### src/rtl/core/utce_pkg.sv
// ----------------------------------------------------------------------------
// utce_pkg
// Constants and the month table for the UTC calendar to epoch seconds block.
// ----------------------------------------------------------------------------
package utce_pkg;

  // Field widths of one request and one result.
  localparam int unsigned YEAR_W  = 8;
  localparam int unsigned MONTH_W = 4;
  localparam int unsigned DAY_W   = 5;
  localparam int unsigned HOUR_W  = 5;
  localparam int unsigned MIN_W   = 6;
  localparam int unsigned SEC_W   = 6;
  localparam int unsigned EPOCH_W = 32;

  // Packed widths on the stream buses, rounded up to whole bytes.
  localparam int unsigned IN_FIELDS_W = YEAR_W + MONTH_W + DAY_W + HOUR_W + MIN_W + SEC_W;
  localparam int unsigned IN_TDATA_W  = ((IN_FIELDS_W + 7) / 8) * 8;

  // Intermediate widths, sized to the largest reachable value of each stage.
  localparam int unsigned DAYS_W  = 16;  // days since the epoch
  localparam int unsigned HOURS_W = 21;  // hours since the epoch
  localparam int unsigned MINS_W  = 27;  // minutes since the epoch
  localparam int unsigned DBM_W   = 9;   // days before a month, up to 366

  // Year span, counted from 1900.
  localparam logic [YEAR_W-1:0] YEAR_MIN        = 8'd70;
  localparam logic [YEAR_W-1:0] YEAR_MAX        = 8'd205;
  // 2100 is the only century year in the span that is not a leap year.
  localparam logic [YEAR_W-1:0] YEAR_CENTURY_NL = 8'd200;
  // Years divisible by four after 1900 and below 1970, counted from 1900 (that is 69 / 4).
  localparam logic [5:0]        LEAPS_BEFORE_MIN = 6'd17;

  localparam int unsigned DAYS_PER_YEAR = 365;

  // Days before the start of a month; months past December count the whole year.
  function automatic logic [DBM_W-1:0] days_before_month(input logic leap,
                                                         input logic [MONTH_W-1:0] mon);
    logic [DBM_W-1:0] base;
    logic             after_feb;
    begin
      after_feb = 1'b1;
      case (mon)
        4'd0: begin
          base = 9'd0;
          after_feb = 1'b0;
        end
        4'd1: begin
          base = 9'd31;
          after_feb = 1'b0;
        end
        4'd2:    base = 9'd59;
        4'd3:    base = 9'd90;
        4'd4:    base = 9'd120;
        4'd5:    base = 9'd151;
        4'd6:    base = 9'd181;
        4'd7:    base = 9'd212;
        4'd8:    base = 9'd243;
        4'd9:    base = 9'd273;
        4'd10:   base = 9'd304;
        4'd11:   base = 9'd334;
        default: base = 9'd365;
      endcase
      days_before_month = base + {{(DBM_W-1){1'b0}}, leap & after_feb};
    end
  endfunction

endpackage

### src/rtl/core/utc_calendar_to_epoch_seconds_top.sv
// ----------------------------------------------------------------------------
// utc_calendar_to_epoch_seconds_top
// Converts a broken-down UTC date and time into seconds since 1970-01-01.
// ----------------------------------------------------------------------------
// A four-stage pipeline that accepts one request per clock unless an output
// stall has filled it. Each result is presented from stage four, in order,
// and is held there until the output side is ready. The first stage
// forms the day count from the year (365 days a year plus the leap days
// before it, with 2100 left out), the month table and the day of month; the
// next three stages each hold one constant multiply and add (days by 24 plus
// hours, by 60 plus minutes, by 60 plus seconds). The running totals carry
// one spare bit as a sign, because day zero of January 1970 starts from
// minus one day and the hours, minutes and seconds may or may not lift the
// total back to the epoch. Every stage carries its own valid bit and moves on
// whenever the stage behind it is empty or moving, so a stall on the output
// side fills the pipeline without losing or repeating a request, and the
// block keeps taking requests while a result waits, until every stage is
// full. A year outside 1970 to 2105, or a total that falls before the epoch,
// raises the error flag in tuser with zero seconds in tdata.
module utc_calendar_to_epoch_seconds_top (
  input  logic                            clk,
  input  logic                            rst_n,
  // Request channel.
  input  logic                            in_tvalid,
  output logic                            in_tready,
  // years_since_1900 [7:0], month_index [11:8], day_of_month [16:12],
  // hour_of_day [21:17], minute_of_hour [27:22], second_of_minute [33:28],
  // zeros [39:34].
  input  logic [utce_pkg::IN_TDATA_W-1:0] in_tdata,
  // Result channel.
  output logic                            out_tvalid,
  input  logic                            out_tready,
  // epoch_seconds [31:0].
  output logic [utce_pkg::EPOCH_W-1:0]    out_tdata,
  // range_error [0].
  output logic                            out_tuser
);
  import utce_pkg::*;

  // Unpacked request fields.
  logic [YEAR_W-1:0]  in_year;
  logic [MONTH_W-1:0] in_month;
  logic [DAY_W-1:0]   in_day;
  logic [HOUR_W-1:0]  in_hour;
  logic [MIN_W-1:0]   in_min;
  logic [SEC_W-1:0]   in_sec;

  assign in_year  = in_tdata[7:0];
  assign in_month = in_tdata[11:8];
  assign in_day   = in_tdata[16:12];
  assign in_hour  = in_tdata[21:17];
  assign in_min   = in_tdata[27:22];
  assign in_sec   = in_tdata[33:28];

  // Stage valid bits and advance conditions. A stage takes new data when it is
  // empty or when its contents move on in the same cycle.
  logic v1_r, v2_r, v3_r, v4_r;
  logic adv1, adv2, adv3, adv4;

  assign adv4      = !v4_r || out_tready;
  assign adv3      = !v3_r || adv4;
  assign adv2      = !v2_r || adv3;
  assign adv1      = !v1_r || adv2;
  assign in_tready = adv1;

  // Stage one: day count from the year, the month and the day of month.
  logic                    year_bad;
  logic                    is_leap;
  logic [YEAR_W-1:0]       year_off;
  logic [YEAR_W-1:0]       year_m1;
  logic [5:0]              leap_days;
  logic [DAYS_W:0]         year_days;
  logic [DAYS_W:0]         day_sum;
  logic [DAYS_W:0]         days_nxt;

  always_comb begin
    year_bad  = (in_year < YEAR_MIN) || (in_year > YEAR_MAX);
    is_leap   = (in_year[1:0] == 2'b00) && (in_year != YEAR_CENTURY_NL);
    year_off  = in_year - YEAR_MIN;
    year_m1   = in_year - 8'd1;
    // Leap years from 1970 up to the year before this one.
    leap_days = year_m1[7:2] - LEAPS_BEFORE_MIN
                - {5'd0, (in_year > YEAR_CENTURY_NL)};
    year_days = (DAYS_W+1)'(DAYS_PER_YEAR) * {{(DAYS_W+1-YEAR_W){1'b0}}, year_off};
    day_sum   = year_days
                + {{(DAYS_W+1-6){1'b0}}, leap_days}
                + {{(DAYS_W+1-DBM_W){1'b0}}, days_before_month(is_leap, in_month)}
                + {{(DAYS_W+1-DAY_W){1'b0}}, in_day};
    // Day zero of January 1970 gives minus one here; the top bit is its sign.
    days_nxt  = day_sum - (DAYS_W+1)'(1);
  end

  logic [DAYS_W:0]   s1_days_r;
  logic [HOUR_W-1:0] s1_hour_r;
  logic [MIN_W-1:0]  s1_min_r;
  logic [SEC_W-1:0]  s1_sec_r;
  logic              s1_err_r;

  // Stage two: hours since the epoch, with a sign bit on top.
  logic [HOURS_W:0]   s2_hours_nxt;
  logic [HOURS_W:0]   s2_hours_r;
  logic [MIN_W-1:0]   s2_min_r;
  logic [SEC_W-1:0]   s2_sec_r;
  logic               s2_err_r;

  assign s2_hours_nxt = {{(HOURS_W-DAYS_W){s1_days_r[DAYS_W]}}, s1_days_r}
                        * (HOURS_W+1)'(24)
                        + {{(HOURS_W+1-HOUR_W){1'b0}}, s1_hour_r};

  // Stage three: minutes since the epoch, with a sign bit on top.
  logic [MINS_W:0]   s3_mins_nxt;
  logic [MINS_W:0]   s3_mins_r;
  logic [SEC_W-1:0]  s3_sec_r;
  logic              s3_err_r;

  assign s3_mins_nxt = {{(MINS_W-HOURS_W){s2_hours_r[HOURS_W]}}, s2_hours_r}
                       * (MINS_W+1)'(60)
                       + {{(MINS_W+1-MIN_W){1'b0}}, s2_min_r};

  // Stage four: seconds since the epoch, forced to zero on an error or when
  // the total falls before the epoch.
  logic [EPOCH_W:0]   s4_secs_nxt;
  logic               s4_neg;
  logic [EPOCH_W-1:0] s4_secs_r;
  logic               s4_err_r;

  assign s4_secs_nxt = {{(EPOCH_W-MINS_W){s3_mins_r[MINS_W]}}, s3_mins_r}
                       * (EPOCH_W+1)'(60)
                       + {{(EPOCH_W+1-SEC_W){1'b0}}, s3_sec_r};
  assign s4_neg      = s4_secs_nxt[EPOCH_W];

  // Valid bits.
  always_ff @(posedge clk) begin
    if (!rst_n) begin
      v1_r <= 1'b0;
      v2_r <= 1'b0;
      v3_r <= 1'b0;
      v4_r <= 1'b0;
    end else begin
      if (adv1) v1_r <= in_tvalid;
      if (adv2) v2_r <= v1_r;
      if (adv3) v3_r <= v2_r;
      if (adv4) v4_r <= v3_r;
    end
  end

  // Payload registers.
  always_ff @(posedge clk) begin
    if (adv1) begin
      s1_days_r <= days_nxt;
      s1_hour_r <= in_hour;
      s1_min_r  <= in_min;
      s1_sec_r  <= in_sec;
      s1_err_r  <= year_bad;
    end
    if (adv2) begin
      s2_hours_r <= s2_hours_nxt;
      s2_min_r   <= s1_min_r;
      s2_sec_r   <= s1_sec_r;
      s2_err_r   <= s1_err_r;
    end
    if (adv3) begin
      s3_mins_r <= s3_mins_nxt;
      s3_sec_r  <= s2_sec_r;
      s3_err_r  <= s2_err_r;
    end
    if (adv4) begin
      s4_secs_r <= (s3_err_r || s4_neg) ? '0 : s4_secs_nxt[EPOCH_W-1:0];
      s4_err_r  <= s3_err_r || s4_neg;
    end
  end

  assign out_tvalid = v4_r;
  assign out_tdata  = s4_secs_r;
  assign out_tuser  = s4_err_r;

endmodule

### config.mk
export PLATFORM = sky130hd
export DESIGN_NAME = utc_calendar_to_epoch_seconds_top
export DESIGN_NICKNAME = d
export VERILOG_FILES = /design/src/rtl/core/utce_pkg.sv /design/src/rtl/core/utc_calendar_to_epoch_seconds_top.sv
export SDC_FILE = /design/constraint.sdc
export NUM_CORES = 1
export LEC_CHECK = 0
export BUFFER_PORTS_ARGS = -buffer_cell sky130_fd_sc_hd__buf_2
export CORE_MARGIN = 1
export CORE_UTILIZATION = 45
export CTS_CLUSTER_SIZE = 25
export DETAILED_ROUTE_END_ITERATION = 12
export SLEW_MARGIN = 15
export SYNTH_ARGS = -nofsm -noshare
export SYNTH_HDL_FRONTEND = slang
export SYNTH_SLANG_ARGS = --single-unit
### constraint.sdc
create_clock -name clk -period 10.8 [get_ports clk]
set_input_delay 0.54 -clock clk [delete_from_list [all_inputs] [get_ports clk]]
set_output_delay 0.54 -clock clk [all_outputs]
set_load 0.02 [all_outputs]
# After elaboration in Yosys (flattened, before gate mapping)
# Cells that the tools add are included.
# totals
inputBits,44
wordCells,66
out_inout_bits,35
reg_bits,142
# classes
add_sub_neg,12
mul,4
n_reduce_logical,14
eq_ne,12
n_mux,2
bitwise_logic,1
n_lt_le_gt_ge,3
# op_table
op,n
9-bit case mux with 12 select lines,1
33-bit by 6-bit adder with 33-bit output,1
"33-bit by 4-bit multiplier with 31-bit output, second input constant",1
28-bit by 6-bit adder with 28-bit output,1
"28-bit by 4-bit multiplier with 26-bit output, second input constant",1
22-bit by 5-bit adder with 22-bit output,1
"22-bit by 2-bit multiplier with 19-bit output, second input constant",1
17-bit by 5-bit adder with 17-bit output,1
17-bit by 6-bit adder with 17-bit output,1
17-bit by 9-bit adder with 17-bit output,1
"9-bit by 8-bit multiplier with 17-bit output, first input constant",1
"17-bit by 1-bit subtractor with 17-bit output, second input constant",1
"4-bit by 3-bit equality test with 1-bit output, second input constant",4
"4-bit equality test, second input constant",4
"8-bit > comparator, second input constant",2
9-bit by 1-bit adder with 9-bit output,1
"4-bit by 2-bit equality test with 1-bit output, second input constant",2
"8-bit by 7-bit < comparator with 1-bit output, second input constant",1
"8-bit != test, second input constant",1
"8-bit by 1-bit subtractor with 8-bit output, second input constant",1
"8-bit by 7-bit subtractor with 8-bit output, second input constant",1
1-bit logical OR,6
6-bit by 1-bit subtractor with 6-bit output,1
"6-bit by 5-bit subtractor with 6-bit output, second input constant",1
other kinds (8),11

# Logic depth before layout (Yosys ltp)
# depth
word_depth,8
mapped_depth,28

# Worst setup path after synthesis
# No wires, ideal clock.
# synth_path
path_kind,input-to-reg
from,in in_tdata[2] (netlist bit)
to,"reg s1_days_r[16], data pin"
path_stages,27
path_slack_ns,4.148
setup_time_ns,0.281
required_ns,10.519
arrival_time_ns,6.371
cell_sequence,clkbuf_1 -> inv_1 -> ha_1 -> a21boi_0 -> nand2_1 -> xor2_1 -> ha_1 -> a21oi_1 -> o21ai_0 -> xnor2_1 -> fa_1 -> inv_1 -> fa_1 -> fa_1 -> inv_1 -> fa_1 -> inv_1 -> ha_1 -> nor2b_1 -> o21ai_0 -> a21boi_0 -> o21ai_0 -> a21boi_0 -> o21ai_0 -> a21oi_1 -> o41ai_1 -> o211ai_1
# synth_between
elab_chain_len,7
elab_cells_between_ends,14
# synth_lines
element,line_no,text
from (decl),utc_calendar_to_epoch_seconds_top.sv:29,"input logic [utce_pkg::IN_TDATA_W-1:0] in_tdata,"
"parallel branches: the longest is 4 deep, another holds 9-bit by 8-bit multiplier with 17-bit output",-,
17-bit by 9-bit adder with 17-bit output *,utc_calendar_to_epoch_seconds_top.sv:87,"+ {{(DAYS_W+1-DBM_W){1'b0}}, days_before_month(is_leap, in_month)}"
17-bit by 5-bit adder with 17-bit output *,utc_calendar_to_epoch_seconds_top.sv:88,"+ {{(DAYS_W+1-DAY_W){1'b0}}, in_day};"
17-bit by 1-bit subtractor with 17-bit output *,utc_calendar_to_epoch_seconds_top.sv:90,days_nxt = day_sum - (DAYS_W+1)'(1);
via days_nxt[16],utc_calendar_to_epoch_seconds_top.sv:74,logic [DAYS_W:0] days_nxt;
to (signal assigned),utc_calendar_to_epoch_seconds_top.sv:150,s1_days_r <= days_nxt;
to (decl),utc_calendar_to_epoch_seconds_top.sv:93,logic [DAYS_W:0] s1_days_r;
# Mark *: on every way through the listed nets, which the timed path passes.
# A chain may end at the register's enable or synchronous reset.

# Worst setup path in the final report
# layout_path
from,in in_tdata[1] (netlist bit)
to,"reg s1_days_r[16], data pin"
# layout_between
elab_chain_len,7
elab_cells_between_ends,15
# layout_lines
element,line_no
"parallel branches: the longest is 4 deep, another holds 9-bit by 8-bit multiplier with 17-bit output",-
17-bit by 9-bit adder with 17-bit output *,utc_calendar_to_epoch_seconds_top.sv:87
17-bit by 5-bit adder with 17-bit output *,utc_calendar_to_epoch_seconds_top.sv:88
17-bit by 1-bit subtractor with 17-bit output *,utc_calendar_to_epoch_seconds_top.sv:90
via days_nxt[16],utc_calendar_to_epoch_seconds_top.sv:74
# Marks and branches as above.

==> results.md <==
* Post-route clock skew at 11.9 ps
* Vias per inst at 5.23
* CP Buf/Inv Count at 5
* Clk Latency, worst-skew pair at 440 ps
* Number of max-cap violations at 0
* Area growth from synthesis to layout at 9.57%
* Die area at 33800 µm²
* Relative max-transition margin at 25.4%
* Number of global-route vias before repair at 10392
* TritonCTS clock tree: built
* WL/cell at between 10 and 15 µm
* Leading register cell type out of synthesis: sky130_fd_sc_hd__edfxtp_1
* Gate Count Post-Synth at 1396
* Global placement routability congestion at 0.826
* Unrepaired setup endpoints after global routing: no
* Number of flip-flops and latches in the synthesized netlist at 142
* Per-instance average area after synthesis at ~11 µm²
* Crit-path max FO at 9
* Clock sink count at 142
* # port buffers at 72
* Total count of max-transition violations in the final report at 0
* Total I/O pin count at 79
* Setup TNS after final layout at 0 ps
* Final routed DRC violation total at 0
* Data arrival at the endpoint of the critical path at 7230 ps
* Mapped Area at 14900 µm²
* H-tree depth at 4
* Required time of the critical path at roughly 11000 ps
* Period minus WS final at a little over 7000 ps
* Placed Cells at about 1900
* Number of setup buffers added after CTS at 0
* Count of hold-fix buffers inserted at cts at 0
* Number of CTS-inserted buffers at 17
* Top library cells by usage in the layout, fill and taps aside: 152 x sky130_fd_sc_hd__ha_1, 142 x sky130_fd_sc_hd__fa_1, 138 x sky130_fd_sc_hd__edfxtp_1
* Bufs on Longest Clock Path at 2
* Post-route fraction of the period consumed by the critical path at 65.4%
* Aggregate global-route resource usage at approximately 17%
* Share of post-route cells with drive strength above 1 at 10.9%
* Register area share after synthesis at 28.4%
* Floorplan die width at 184 µm
* Clk slew on worst S/H paths at 70 ps
* Class of the tightest hold or removal check: in2reg
* Critical path class: in2reg
* Post-synthesis net count at 1734
* Initial standard-cell utilization of the core at 45.8%
* Final layout net count at 1801
* Largest stage delay on the critical path at 550 ps
* Global-route wire length before repair at 46.9 mm
* Largest delay share family, worst path: adder cells
* Library cell contributing the largest single delay on the critical path: sky130_fd_sc_hd__o41ai_1
* Final Routed Wirelength at ~26 mm
* Worst setup startpoint: in_tdata[1]
* Floorplan row count at 66
* Origin of the critical flop-to-flop path: s3_mins_r[0]$_DFFE_PP_
* Max Clock Freq at 142 MHz
* Final Setup Violations at 0
* Post-synth cell types at 89
* Proportion of synthesized flip-flops having asynchronous set or reset at 0%
* Number of warning messages in the yosys log at 0
* Via count of the routed design at around 10000
* HPWL after DPL at 21.4 mm
* Kind of start point of the critical path: input pin
* Remaining number of nets flagged by the antenna check after routing at 0
* Final standard cell count with taps included and fillers excluded at between 1500 and 2000
* Root buffer cell: sky130_fd_sc_hd__clkbuf_16
* Worst Tran Pin Value at 1120 ps
* Number of optimization iterations in the first detailed-route pass at 5
* CTS resizes at 0
* Number of hold violations in the final report at 0
* Die Height at 184 µm
* Startpoint of the tightest hold check path: in_tdata[31]
* Maximum number of pins on one net before global-route repair at 37
* Floorplan core area at ~33000 µm²
* Antenna violations before repair at 0
* Most common cell after layout, fill and taps aside: sky130_fd_sc_hd__ha_1
* Count of flip-flops with a built-in enable after synthesis at 138
* Status: complete, no violations
* Total congestion overflow after global routing at 0
* Detailed Route Iter0 Violations at 392
* Crit path capture type: register
* Filler instances at 3046
* Number of antenna diodes at 0
* Final Util at 50.1%
==> cells in the mapped netlist, drive strengths merged, types with 13 or more instances <==
master | instances | area, µm²
o21a | 20 | 150
o211ai | 13 | 108
nor3 | 61 | 342
a21o | 34 | 255
a21oi | 68 | 355
edfxtp | 138 | 4140
fa | 142 | 2840
clkbuf | 20 | 75.1
nor2b | 14 | 87.6
or3 | 13 | 82.6
and3 | 14 | 92.6
xor2 | 63 | 586
nand2 | 87 | 327
o21ai | 60 | 300
ha | 152 | 1900
inv | 136 | 510
nor2 | 74 | 278
nand3 | 22 | 120
xnor2 | 94 | 823
nor3b | 14 | 140
nand4 | 17 | 134
==> worst register-to-register path: stages (launching register included) <==
cell and delay, ps:
sky130_fd_sc_hd__edfxtp_1 480, sky130_fd_sc_hd__fa_1 590, sky130_fd_sc_hd__inv_1 60, sky130_fd_sc_hd__fa_1 510, sky130_fd_sc_hd__inv_1 50, sky130_fd_sc_hd__ha_1 300
sky130_fd_sc_hd__a211oi_2 370, sky130_fd_sc_hd__o211ai_2 210, sky130_fd_sc_hd__a31o_4 320, sky130_fd_sc_hd__a221oi_2 420, sky130_fd_sc_hd__xor2_1 240, sky130_fd_sc_hd__nor3_2 360
sky130_fd_sc_hd__nand4_2 260, sky130_fd_sc_hd__nor4_4 240, sky130_fd_sc_hd__xor2_2 90, sky130_fd_sc_hd__buf_4 250, sky130_fd_sc_hd__or2_2 320
==> kinds of logic after synthesis <==
family,after synthesis,synth area share (%)
simple gates,363,13.4
fa+ha+maj,294,31.9
compound gates,271,12.3
buf+inv,165,4.34
xor+xnor,157,9.46
flops,142,28.4
mux,4,0.277
==> sequential cells by signal, indices dropped and copies added (netlist names), 17 cells and up <==
signal      flops
s3_mins_r      28
out_tdata      32
s2_hours_r     22
s1_days_r      17
==> final timing paths <==
path                                                end  cells after the start  slack [ps]
worst max-delay path            s1_days_r[16]$_DFFE_PP_                     27        3740
worst min-delay path              s1_sec_r[3]$_DFFE_PP_                      1         280
worst max register to register      out_tuser$_DFFE_PP_                     16        5480
worst min register to register   s3_mins_r[0]$_DFFE_PP_                      0         420
==> layout make-up <==
cell class	instances	area (µm²)	share of cell area (%)
multi-input cells	1089	10000	61.4
well taps	442	553	3.39
flip-flops and latches	142	4220	25.9
clock inverters	15	176	1.08
clock buffers	17	425	2.61
repair buffers	77	405	2.49
inverters	136	510	3.13
==> per-layer routing <==
metal	track usage [%]	share of wire [%]	routed length [µm]	vias to the layer above
met5	0	0	0	-
met4	4.63	1.5	376	0
met3	2.63	2.3	609	28
met2	31.5	51	13300	127
met1	20.1	45	11600	4803
li1	-	-	-	5066
==> stage by stage <==
step | area [µm²] | hold slack, ps | setup WS (ps)
floorplan | 14900 | 400 | 4150
global route | 16300 | 254 | 3060
finish | 16300 | 278 | 3740
detailed placement | 15700 | 405 | 3260
CTS | 16300 | 259 | 3710
global placement | 15700 | 403 | 3330
Power is left out: the tool's default activity adds up to more than one toggle a clock period on the data nets, which glitch-free logic cannot reach.
